**src/rtl/segalloc_pkg.sv**
```systemverilog
// ----------------------------------------------------------------------------
// Segment allocator package
// Shared widths, codes and the control/status bundles between the
// controller and the datapath.
// ----------------------------------------------------------------------------
package segalloc_pkg;

	localparam int ADDR_BITS        = 20;
	localparam int LEN_W            = ADDR_BITS + 1;
	localparam int OWNER_W          = 31;
	localparam int MAX_SEGMENTS_DEF = 64;

	localparam logic [LEN_W-1:0]   MEM_CAP = LEN_W'(1) << ADDR_BITS;
	localparam logic [OWNER_W-1:0] OWNER_FIRST = OWNER_W'(1);

	// operations
	localparam logic OP_ALLOC = 1'b0;
	localparam logic OP_FREE  = 1'b1;

	// placement rules (any other code acts as first fit)
	localparam logic [1:0] POL_FIRST = 2'd0;
	localparam logic [1:0] POL_BEST  = 2'd1;
	localparam logic [1:0] POL_WORST = 2'd2;

	// result status
	localparam logic [1:0] ST_OK    = 2'd0;
	localparam logic [1:0] ST_NOFIT = 2'd1;
	localparam logic [1:0] ST_BADID = 2'd2;
	localparam logic [1:0] ST_FULL  = 2'd3;

	// register indexes
	localparam logic [0:0] REG_MEM_SIZE   = 1'b0;
	localparam logic [0:0] REG_FIT_POLICY = 1'b1;

	typedef struct packed {
		logic                 used;
		logic [OWNER_W-1:0]   owner;
		logic [LEN_W-1:0]     len;
		logic [ADDR_BITS-1:0] start;
	} entry_t;

	typedef struct packed {
		logic idle;
		logic accept;
		logic scan;
		logic decide;
		logic shift;
		logic tail;
		logic respond;
	} cmd_t;

	typedef struct packed {
		logic init_pending;
		logic walk_done;
		logic need_tail;
		logic out_free;
	} sts_t;

endpackage

```
**src/rtl/segment_allocator_fit_policy_core.sv**
```systemverilog
// ----------------------------------------------------------------------------
// Segment allocator core
// Address-ordered segment table with first/best/worst fit and coalescing.
// ----------------------------------------------------------------------------
// Steps: table scan, decision, table shift, tail write on a split, result.
// Throughput: one item at a time; input stalls until the result is loaded,
//   set by the single-port walk of the segment table memory.
// Reset: one free segment of 1048576 bytes, first fit, first id 1; the table
//   is rebuilt after reset and after each memory_size write.
module segment_allocator_fit_policy_core #(
	parameter int MAX_SEGMENTS = segalloc_pkg::MAX_SEGMENTS_DEF
) (
	input  logic                                  clk,
	input  logic                                  arst_n,
	input  logic                                  in_valid,
	output logic                                  in_stall,
	input  logic                                  operation,
	input  logic [segalloc_pkg::LEN_W-1:0]        request_size,
	input  logic [segalloc_pkg::OWNER_W-1:0]      block_id,
	output logic                                  out_valid,
	input  logic                                  out_stall,
	output logic [1:0]                            status,
	output logic [segalloc_pkg::OWNER_W-1:0]      granted_id,
	output logic [segalloc_pkg::ADDR_BITS-1:0]    granted_address,
	input  logic                                  cfg_we,
	input  logic [0:0]                            cfg_index,
	input  logic [segalloc_pkg::LEN_W-1:0]        cfg_wdata
);

	segalloc_pkg::cmd_t cmd;
	segalloc_pkg::sts_t sts;

	segalloc_ctrl u_ctrl (
		.clk      (clk),
		.arst_n   (arst_n),
		.in_valid (in_valid),
		.in_stall (in_stall),
		.sts      (sts),
		.cmd      (cmd)
	);

	segalloc_dp #(
		.MAX_SEGMENTS (MAX_SEGMENTS)
	) u_dp (
		.clk             (clk),
		.arst_n          (arst_n),
		.cmd             (cmd),
		.sts             (sts),
		.operation       (operation),
		.request_size    (request_size),
		.block_id        (block_id),
		.cfg_we          (cfg_we),
		.cfg_index       (cfg_index),
		.cfg_wdata       (cfg_wdata),
		.out_stall       (out_stall),
		.out_valid       (out_valid),
		.status          (status),
		.granted_id      (granted_id),
		.granted_address (granted_address)
	);

	a_busy_after_accept: assert property (@(posedge clk) disable iff (!arst_n)
		(in_valid && !in_stall) |=> in_stall)
		else $error("input taken while a beat is in work");

	a_rebuild_blocks_input: assert property (@(posedge clk) disable iff (!arst_n)
		sts.init_pending |-> in_stall)
		else $error("input open during table rebuild");

	a_decide_then_shift: assert property (@(posedge clk) disable iff (!arst_n)
		cmd.decide |=> cmd.shift)
		else $error("decision not followed by table shift");

	a_respond_loads: assert property (@(posedge clk) disable iff (!arst_n)
		(cmd.respond && sts.out_free) |=> out_valid)
		else $error("result beat lost");

endmodule

```
**src/rtl/segalloc_ctrl.sv**
```systemverilog
// ----------------------------------------------------------------------------
// Segment allocator controller
// Sequences scan, decision, table shift, tail write and response.
// ----------------------------------------------------------------------------
module segalloc_ctrl (
	input  logic                clk,
	input  logic                arst_n,
	input  logic                in_valid,
	output logic                in_stall,
	input  segalloc_pkg::sts_t  sts,
	output segalloc_pkg::cmd_t  cmd
);

	typedef enum logic [2:0] {
		S_IDLE,
		S_SCAN,
		S_DECIDE,
		S_SHIFT,
		S_TAIL,
		S_RESP
	} state_t;

	state_t state_q;
	logic   accept;

	assign in_stall = (state_q != S_IDLE) || sts.init_pending;
	assign accept   = in_valid && !in_stall;

	always_comb begin
		cmd         = '0;
		cmd.idle    = (state_q == S_IDLE);
		cmd.accept  = accept;
		cmd.scan    = (state_q == S_SCAN);
		cmd.decide  = (state_q == S_DECIDE);
		cmd.shift   = (state_q == S_SHIFT);
		cmd.tail    = (state_q == S_TAIL);
		cmd.respond = (state_q == S_RESP);
	end

	always_ff @(posedge clk or negedge arst_n) begin
		if (!arst_n) begin
			state_q <= S_IDLE;
		end else begin
			case (state_q)
				S_IDLE: begin
					if (accept) state_q <= S_SCAN;
				end
				S_SCAN: begin
					if (sts.walk_done) state_q <= S_DECIDE;
				end
				S_DECIDE: begin
					state_q <= S_SHIFT;
				end
				S_SHIFT: begin
					if (sts.walk_done) state_q <= sts.need_tail ? S_TAIL : S_RESP;
				end
				S_TAIL: begin
					state_q <= S_RESP;
				end
				S_RESP: begin
					if (sts.out_free) state_q <= S_IDLE;
				end
				default: state_q <= S_IDLE;
			endcase
		end
	end

endmodule

```
**src/rtl/segalloc_dp.sv**
```systemverilog
// ----------------------------------------------------------------------------
// Segment allocator datapath
// Segment table memory, scan trackers, shift walker, registers and result.
// ----------------------------------------------------------------------------
module segalloc_dp #(
	parameter int MAX_SEGMENTS = segalloc_pkg::MAX_SEGMENTS_DEF
) (
	input  logic                                  clk,
	input  logic                                  arst_n,
	input  segalloc_pkg::cmd_t                    cmd,
	output segalloc_pkg::sts_t                    sts,
	input  logic                                  operation,
	input  logic [segalloc_pkg::LEN_W-1:0]        request_size,
	input  logic [segalloc_pkg::OWNER_W-1:0]      block_id,
	input  logic                                  cfg_we,
	input  logic [0:0]                            cfg_index,
	input  logic [segalloc_pkg::LEN_W-1:0]        cfg_wdata,
	input  logic                                  out_stall,
	output logic                                  out_valid,
	output logic [1:0]                            status,
	output logic [segalloc_pkg::OWNER_W-1:0]      granted_id,
	output logic [segalloc_pkg::ADDR_BITS-1:0]    granted_address
);

	localparam int IW    = $clog2(MAX_SEGMENTS);
	localparam int CW    = $clog2(MAX_SEGMENTS + 1);
	localparam int LEN_W = segalloc_pkg::LEN_W;
	localparam int OW    = segalloc_pkg::OWNER_W;
	localparam int AW    = segalloc_pkg::ADDR_BITS;

	segalloc_pkg::entry_t mem [MAX_SEGMENTS];
	segalloc_pkg::entry_t rd_q;
	segalloc_pkg::entry_t wr_data;
	logic                 wr_en;
	logic [IW-1:0]        wr_addr;

	// configuration and table state
	logic [LEN_W-1:0] mem_size_q;
	logic [1:0]       policy_q;
	logic [CW-1:0]    count_q;
	logic [OW-1:0]    next_owner_q;
	logic             init_pending_q;

	// request
	logic             op_q;
	logic [LEN_W-1:0] size_q;
	logic [OW-1:0]    id_q;

	// table walker
	logic [IW-1:0] ptr_q;
	logic [CW-1:0] left_q;
	logic          walk_desc_q;
	logic          pend_q;
	logic [IW-1:0] pend_idx_q;
	logic [1:0]    dist_q;
	logic          split_q;

	// scan trackers
	logic                 found_q;
	logic [IW-1:0]        best_idx_q;
	logic [LEN_W-1:0]     best_len_q;
	logic [AW-1:0]        best_start_q;
	segalloc_pkg::entry_t last_q;
	logic                 have_last_q;
	segalloc_pkg::entry_t prev_q;
	logic                 prev_free_q;
	logic                 want_nxt_q;
	segalloc_pkg::entry_t nxt_q;
	logic                 have_nxt_q;

	// result staging and output
	logic [1:0]    res_status_q;
	logic [OW-1:0] res_id_q;
	logic [AW-1:0] res_addr_q;
	logic          out_valid_q;
	logic [1:0]    status_q;
	logic [OW-1:0] granted_id_q;
	logic [AW-1:0] granted_address_q;

	logic             fits;
	logic             better;
	logic             take_alloc;
	logic             hit_free;
	logic             exact;
	logic             alloc_ok;
	logic             nxt_free;
	logic [CW-1:0]    src0;
	logic [IW-1:0]    tgt_idx;
	logic [AW-1:0]    tgt_start;
	logic [LEN_W-1:0] tgt_len;
	logic [LEN_W-1:0] cfg_size;
	logic             out_free;

	// ---------------------------------------------------------------- memory
	always_ff @(posedge clk) begin
		if (wr_en) mem[wr_addr] <= wr_data;
		rd_q <= mem[ptr_q];
	end

	// ------------------------------------------------------------ scan logic
	always_comb begin
		fits = !rd_q.used && (rd_q.len >= size_q) && (size_q != '0);
		case (policy_q)
			segalloc_pkg::POL_BEST:  better = rd_q.len < best_len_q;
			segalloc_pkg::POL_WORST: better = rd_q.len > best_len_q;
			default:                 better = 1'b0;
		endcase
		take_alloc = fits && (!found_q || better);
		hit_free   = rd_q.used && (rd_q.owner == id_q) && !found_q;
	end

	// --------------------------------------------------------- decision logic
	always_comb begin
		exact     = (best_len_q == size_q);
		alloc_ok  = found_q && (exact || (count_q != CW'(MAX_SEGMENTS)));
		nxt_free  = have_nxt_q && !nxt_q.used;
		src0      = CW'(best_idx_q) + CW'(1) + CW'(nxt_free);
		tgt_idx   = prev_free_q ? (best_idx_q - IW'(1)) : best_idx_q;
		tgt_start = prev_free_q ? prev_q.start : best_start_q;
		tgt_len   = LEN_W'((prev_free_q ? prev_q.len : LEN_W'(0)) + best_len_q
			+ (nxt_free ? nxt_q.len : LEN_W'(0)));
	end

	always_comb begin
		cfg_size = cfg_wdata;
		if (cfg_size == '0) cfg_size = LEN_W'(1);
		else if (cfg_size > segalloc_pkg::MEM_CAP) cfg_size = segalloc_pkg::MEM_CAP;
	end

	// ------------------------------------------------------------ write port
	always_comb begin
		wr_en   = 1'b0;
		wr_addr = '0;
		wr_data = '0;
		if (cmd.idle && init_pending_q) begin
			wr_en       = 1'b1;
			wr_data.len = mem_size_q;
		end else if (cmd.decide) begin
			if (op_q == segalloc_pkg::OP_ALLOC) begin
				wr_en         = alloc_ok;
				wr_addr       = best_idx_q;
				wr_data.used  = 1'b1;
				wr_data.owner = next_owner_q;
				wr_data.len   = size_q;
				wr_data.start = best_start_q;
			end else begin
				wr_en         = found_q;
				wr_addr       = tgt_idx;
				wr_data.len   = tgt_len;
				wr_data.start = tgt_start;
			end
		end else if (cmd.shift && pend_q) begin
			wr_en   = 1'b1;
			wr_addr = walk_desc_q ? (pend_idx_q + IW'(1))
				: IW'(CW'(pend_idx_q) - CW'(dist_q));
			wr_data = rd_q;
		end else if (cmd.tail) begin
			wr_en         = 1'b1;
			wr_addr       = best_idx_q + IW'(1);
			wr_data.len   = best_len_q - size_q;
			wr_data.start = best_start_q + size_q[AW-1:0];
		end
	end

	assign out_free = !out_valid_q || !out_stall;

	always_comb begin
		sts              = '0;
		sts.init_pending = init_pending_q;
		sts.walk_done    = (left_q == '0) && !pend_q;
		sts.need_tail    = split_q;
		sts.out_free     = out_free;
	end

	// ------------------------------------------------------ request payload
	always_ff @(posedge clk) begin
		if (cmd.accept) begin
			op_q   <= operation;
			size_q <= request_size;
			id_q   <= block_id;
		end
	end

	// ------------------------------------------------------- control state
	always_ff @(posedge clk or negedge arst_n) begin
		if (!arst_n) begin
			mem_size_q     <= segalloc_pkg::MEM_CAP;
			policy_q       <= segalloc_pkg::POL_FIRST;
			count_q        <= CW'(1);
			next_owner_q   <= segalloc_pkg::OWNER_FIRST;
			init_pending_q <= 1'b1;
			ptr_q          <= '0;
			left_q         <= '0;
			walk_desc_q    <= 1'b0;
			pend_q         <= 1'b0;
			pend_idx_q     <= '0;
			dist_q         <= '0;
			split_q        <= 1'b0;
			found_q        <= 1'b0;
			best_idx_q     <= '0;
			best_len_q     <= '0;
			best_start_q   <= '0;
			last_q         <= '0;
			have_last_q    <= 1'b0;
			prev_q         <= '0;
			prev_free_q    <= 1'b0;
			want_nxt_q     <= 1'b0;
			nxt_q          <= '0;
			have_nxt_q     <= 1'b0;
			res_status_q   <= segalloc_pkg::ST_OK;
			res_id_q       <= '0;
			res_addr_q     <= '0;
		end else begin
			// drop the pending table rebuild once entry 0 is written
			if (cmd.idle && init_pending_q) init_pending_q <= 1'b0;

			if (cfg_we) begin
				case (cfg_index)
					segalloc_pkg::REG_MEM_SIZE: begin
						mem_size_q     <= cfg_size;
						count_q        <= CW'(1);
						init_pending_q <= 1'b1;
					end
					segalloc_pkg::REG_FIT_POLICY: policy_q <= cfg_wdata[1:0];
					default: ;
				endcase
			end

			if (cmd.accept) begin
				ptr_q       <= '0;
				left_q      <= count_q;
				walk_desc_q <= 1'b0;
				pend_q      <= 1'b0;
				split_q     <= 1'b0;
				found_q     <= 1'b0;
				have_last_q <= 1'b0;
				prev_free_q <= 1'b0;
				want_nxt_q  <= 1'b0;
				have_nxt_q  <= 1'b0;
			end

			// advance the walker: one read a cycle, its data checked in the next cycle
			if (cmd.scan || cmd.shift) begin
				if (left_q != '0) begin
					ptr_q      <= walk_desc_q ? (ptr_q - IW'(1)) : (ptr_q + IW'(1));
					left_q     <= left_q - CW'(1);
					pend_q     <= 1'b1;
					pend_idx_q <= ptr_q;
				end else begin
					pend_q <= 1'b0;
				end
			end

			if (cmd.scan && pend_q) begin
				last_q      <= rd_q;
				have_last_q <= 1'b1;
				if (want_nxt_q) begin
					nxt_q      <= rd_q;
					have_nxt_q <= 1'b1;
					want_nxt_q <= 1'b0;
				end
				if (op_q == segalloc_pkg::OP_ALLOC) begin
					if (take_alloc) begin
						found_q      <= 1'b1;
						best_idx_q   <= pend_idx_q;
						best_len_q   <= rd_q.len;
						best_start_q <= rd_q.start;
					end
				end else if (hit_free) begin
					found_q      <= 1'b1;
					best_idx_q   <= pend_idx_q;
					best_len_q   <= rd_q.len;
					best_start_q <= rd_q.start;
					prev_q       <= last_q;
					prev_free_q  <= have_last_q && !last_q.used;
					want_nxt_q   <= 1'b1;
				end
			end

			if (cmd.decide) begin
				pend_q   <= 1'b0;
				left_q   <= '0;
				res_id_q   <= '0;
				res_addr_q <= '0;
				if (op_q == segalloc_pkg::OP_ALLOC) begin
					if (!found_q) begin
						res_status_q <= segalloc_pkg::ST_NOFIT;
					end else if (!alloc_ok) begin
						res_status_q <= segalloc_pkg::ST_FULL;
					end else begin
						res_status_q <= segalloc_pkg::ST_OK;
						res_id_q     <= next_owner_q;
						res_addr_q   <= best_start_q;
						next_owner_q <= (next_owner_q == '1) ? segalloc_pkg::OWNER_FIRST
							: (next_owner_q + OW'(1));
						if (!exact) begin
							// open a gap after the chosen entry for the remainder
							split_q     <= 1'b1;
							walk_desc_q <= 1'b1;
							ptr_q       <= IW'(count_q - CW'(1));
							left_q      <= count_q - CW'(1) - CW'(best_idx_q);
							count_q     <= count_q + CW'(1);
						end
					end
				end else if (!found_q) begin
					res_status_q <= segalloc_pkg::ST_BADID;
				end else begin
					res_status_q <= segalloc_pkg::ST_OK;
					// close up the entries swallowed by the merge
					dist_q      <= 2'(prev_free_q) + 2'(nxt_free);
					walk_desc_q <= 1'b0;
					ptr_q       <= src0[IW-1:0];
					left_q      <= count_q - src0;
					count_q     <= count_q - CW'(prev_free_q) - CW'(nxt_free);
				end
			end
		end
	end

	// ---------------------------------------------------------- result beat
	always_ff @(posedge clk or negedge arst_n) begin
		if (!arst_n) begin
			out_valid_q <= 1'b0;
		end else if (cmd.respond && out_free) begin
			out_valid_q <= 1'b1;
		end else if (out_valid_q && !out_stall) begin
			out_valid_q <= 1'b0;
		end
	end

	always_ff @(posedge clk) begin
		if (cmd.respond && out_free) begin
			status_q          <= res_status_q;
			granted_id_q      <= res_id_q;
			granted_address_q <= res_addr_q;
		end
	end

	assign out_valid       = out_valid_q;
	assign status          = status_q;
	assign granted_id      = granted_id_q;
	assign granted_address = granted_address_q;

endmodule
```
**config.mk**
```make
export PLATFORM = sky130hd
export DESIGN_NAME = segment_allocator_fit_policy_core
export DESIGN_NICKNAME = d
export VERILOG_FILES = /design/src/rtl/segalloc_pkg.sv /design/src/rtl/segment_allocator_fit_policy_core.sv /design/src/rtl/segalloc_ctrl.sv /design/src/rtl/segalloc_dp.sv
export SDC_FILE = /design/constraint.sdc
export NUM_CORES = 2
export LEC_CHECK = 0
export ABC_AREA = 0
export BUFFER_PORTS_ARGS = -buffer_cell sky130_fd_sc_hd__buf_2
export CORE_MARGIN = 1.5
export CORE_UTILIZATION = 60
export CTS_BUF_LIST = sky130_fd_sc_hd__clkbuf_8 sky130_fd_sc_hd__clkbuf_16
export CTS_CLUSTER_SIZE = 28
export DETAILED_ROUTE_END_ITERATION = 10
export GPL_TIMING_DRIVEN = 0
export PLACE_DENSITY_LB_ADDON = 0.2
export SYNTH_ARGS = -nofsm -noshare
export SYNTH_HDL_FRONTEND = slang
export SYNTH_MEMORY_MAX_BITS = 65536
export SYNTH_SLANG_ARGS = --single-unit
```
**constraint.sdc**
```tcl
create_clock -name clk -period 9 [get_ports clk]
set_input_delay 0.9 -clock clk [delete_from_list [all_inputs] [get_ports clk]]
set_output_delay 0.9 -clock clk [all_outputs]
set_load 0.01 [all_outputs]
```
==> flow_metrics.py <==
metrics = {
    "run_status": {
        "outcome": "finished with violations",
        "violations": "capacitance limit, slew limit",
    },
    "logic_synthesis": {
        "synth_edf_count": 4778,
        "synthTopCellsByArea": "edfxtp_1 (71%), mux4_2 (17%), dfrtp_1 (3.7%)",
        "synth_commonest_cells": "edfxtp_1 (4778), mux4_2 (1533), nand2_1 (365)",
        "yosysUniqueCellTypes": 82,
        "syn_inst": 9007,
        "synth_warnings": 0,
        "yosysSeqAreaShare": 0.757,
        "yosys.area.top_type_share": 0.712,
        "synth_nets": 9250,
        "synth_top_area_cell": "edfxtp_1",
        "synth.most_common_cell": "edfxtp_1",
        "async_reset_ff_frac": 0.0582,
        "synthFlopType": "edfxtp_1",
        "synth_seq_cells": 5151,
        "netlist_area_um2": 201000,
        "synth_area_per_cell_um2": 22.4,
    },
    "min_path": {
        "hp-class": "in2reg",
    },
    "setup_path": {
        "crit_required_ns": 9.88,
        "cp.arrival_ns": 7.57,
        "critPathMaxFanout": 19,
        "critical_path_class": "reg2reg",
        "end_kind": "register",
        "cp-start-kind": "register",
    },
    "drt": {
        "wl_met3_mm": 68.4,
        "met1_length_mm": 196,
        "via_count": 105000,
        "met2WireLength_mm": 283,
        "dr.pass1.iters": 6,
        "drc": 0,
        "wirelength_mm": 588,
        "ant_nets": 0,
        "wl_per_cell_um": 39.5,
        "routed_via_density": 7.03,
        "top_layer": "met5",
        "drt_iter0_drc": 15100,
    },
    "clock_tree": {
        "clockRootBuffer": "clkbuf_16",
        "clkTransAtPathRegs_ns": 0.06,
        "cts_tree": "built",
        "cts_max_level": 6,
        "cts.sinks": 5151,
        "cts_buffers": 521,
        "clk_latency_ns": 1.08,
        "cts.path.max_buffers": 4,
    },
    "global_routing": {
        "antenna_found_initial": 50,
        "grt_max_degree": 115,
        "grt-ovfl-total": 0,
        "first_global_vias": 106000,
        "track_usage": 0.350,
        "grt_pass1_wl_mm": 814,
    },
    "power": {
        "power_density_nw_per_um2": 203,
        "ir_worst_vdd_v": 0.000214,
        "p_leak_uw": 0.0630,
    },
    "sta": {
        "finalHoldViolCount": 0,
        "skew_ns": 0.0604,
        "fin_tns_setup_ns": 0,
        "slew_headroom": -0.0151,
        "worst_pin_slew_ns": 1.52,
        "period_share": 0.744,
        "finalMaxSlewViolations": 11,
        "grt_setup_unrepaired": "false",
        "fin_crit_ns": 6.69,
        "max_freq_mhz": 149,
        "setup_viol": 0,
    },
    "place": {
        "io_buffers": 134,
        "dp_hpwl_mm": 391,
        "gp_congestion": 0.899,
        "post-place-cells": 13800,
    },
    "die": {
        "die_h_um": 582,
        "fp-row-count": 212,
        "die_w_um": 582,
        "initial_core_util": 0.604,
        "coreArea_um2": 334000,
        "fp.dieArea_um2": 339000,
        "num_io_pins": 135,
    },
    "job": {
        "maxCapViolCount": 1,
    },
    "finish": {
        "n_fill_cell": 19200,
        "area_growth_pct": 15.4,
        "instances_no_fill": 14900,
        "drive_gt1_frac": 0.299,
        "fin_nets": 10300,
    },
}
[sequential cells by signal, indices dropped and copies added (netlist names), 3 cells and up]
register and cells:
u_dp.size_q 21, u_dp.nxt_q 22, u_dp.best_idx_q 6, u_ctrl.state_q 3
u_dp.mem_size_q 21, u_dp.pend_idx_q 6, u_dp.id_q 31, u_dp.count_q 7
u_dp.next_owner_q 31, u_dp.granted_address 20, u_dp.prev_q 41, u_dp.mem 4672
u_dp.last_q 42, u_dp.best_start_q 20, u_dp.res_id_q 31, u_dp.left_q 7
u_dp.res_addr_q 20, u_dp.best_len_q 21, u_dp.ptr_q 6, u_dp.granted_id 31
u_dp.rd_q 73
[cell usage in the layout (no fill, tap or decap), types with 95 or more instances in the layout]
master	instances
a21oi_1	121
buf_12	246
buf_2	261
clkbuf_1	247
clkbuf_16	539
clkinv_1	95
dfrtp_1	296
edfxtp_1	4778
ha_1	135
inv_1	265
mux2_2	95
mux4_2	1533
nand2_1	363
nor2_1	95
[worst max-delay path, cell delays in order, from the launching register on]
cell and delay (ns):
dfrtp_1 0.42, clkbuf_1 0.50, clkbuf_1 0.74, nand2_1 0.22, fa_1 0.61, inv_1 0.06
ha_1 0.26, a21o_1 0.19, a41o_1 0.24, or4b_1 0.54, a41oi_1 0.50, o31a_1 0.34
o21ai_0 0.14, xnor2_1 0.15, o211ai_1 0.78, buf_8 0.26, buf_4 0.23, buf_4 0.24
[area by class of cell]
cell class / count / area [um^2] / share of cell area
multi-input cells: 3263 / 47500 / 0.204
repair buffers: 492 / 7720 / 0.0332
diodes: 60 / 150 / 0.000646
clock inverters: 377 / 2940 / 0.0126
clock buffers: 556 / 13700 / 0.0590
flip-flops and latches: 5151 / 152000 / 0.656
plain buffers: 458 / 1940 / 0.00837
well taps: 4387 / 5490 / 0.0236
inverters: 135 / 509 / 0.00219
[metal layers]
metal | vias up | track usage
li1 | 40100 | -
met1 | 55200 | 0.440
met2 | 7773 | 0.555
met3 | 1570 | 0.0904
met4 | 26 | 0.212
met5 | - | 0
[metrics by stage]
| step | util | instance area (um^2) | total power, uW | hold slack [ns] | setup WS, ns |
|---|---|---|---|---|---|
| 2_1_floorplan | - | 201000 | 26300 | 0.422 | 2.39 |
| 3_3_place_gp | 0.622 | 208000 | 26400 | 0.435 | -3.37 |
| 3_5_place_dp | 0.645 | 215000 | 26400 | 0.433 | 2.38 |
| 4_1_cts | 0.696 | 232000 | 47300 | 0.00288 | 2.36 |
| 5_1_grt | 0.696 | 232000 | 48200 | 0.0313 | 2.22 |
| 6_report | 0.696 | 232000 | 47200 | 0.0407 | 2.31 |
[logic make-up (layout without fill, tap and decap cells)]
| group | count (synthesis) | count (layout) | synth area share |
|---|---|---|---|
| buffers and inverters | 593 | 2018 | 0.0120 |
| AND/OR/NAND/NOR | 774 | 774 | 0.0174 |
| flip-flops | 5151 | 5151 | 0.757 |
| multiplexers | 1658 | 1658 | 0.179 |
| adder cells (fa/ha/maj) | 163 | 163 | 0.0112 |
| XOR/XNOR | 130 | 130 | 0.00565 |
| other | 0 | 60 | 0 |
| AO/OA/AOI/OAI | 538 | 538 | 0.0183 |
[final timing paths]
path / endpoint / start / slack (ns) / cells past startpoint
worst min register to register: u_dp.granted_address[15] / u_dp.res_addr_q[15] / 0.44 / 0
max in group asynchronous: u_dp.res_id_q[26] / arst_n / 6.92 / 5
min in group asynchronous: u_dp.out_valid / arst_n / 0.29 / 2
worst max-delay path: u_dp.mem[62][38] / u_dp.prev_free_q / 2.31 / 17
worst max register to register: u_dp.mem[62][38] / u_dp.prev_free_q / 2.31 / 17
worst min-delay path: u_dp.id_q[15] / block_id[15] / 0.04 / 1
[what timing repair did]
item,CTS,global route
setup buffers,0,0
resized for setup,0,0
hold buffers,38,0
endpoints found under the hold margin,68,0
[where the power goes]
part	total [uW]	internal, uW	switching (uW)
Clock	21300	12100	9220
Combinational	94.0	38.4	55.6
Sequential	25800	25800	11.1
Total	47200	37900	9290
Power figures use the tool's default switching activity.
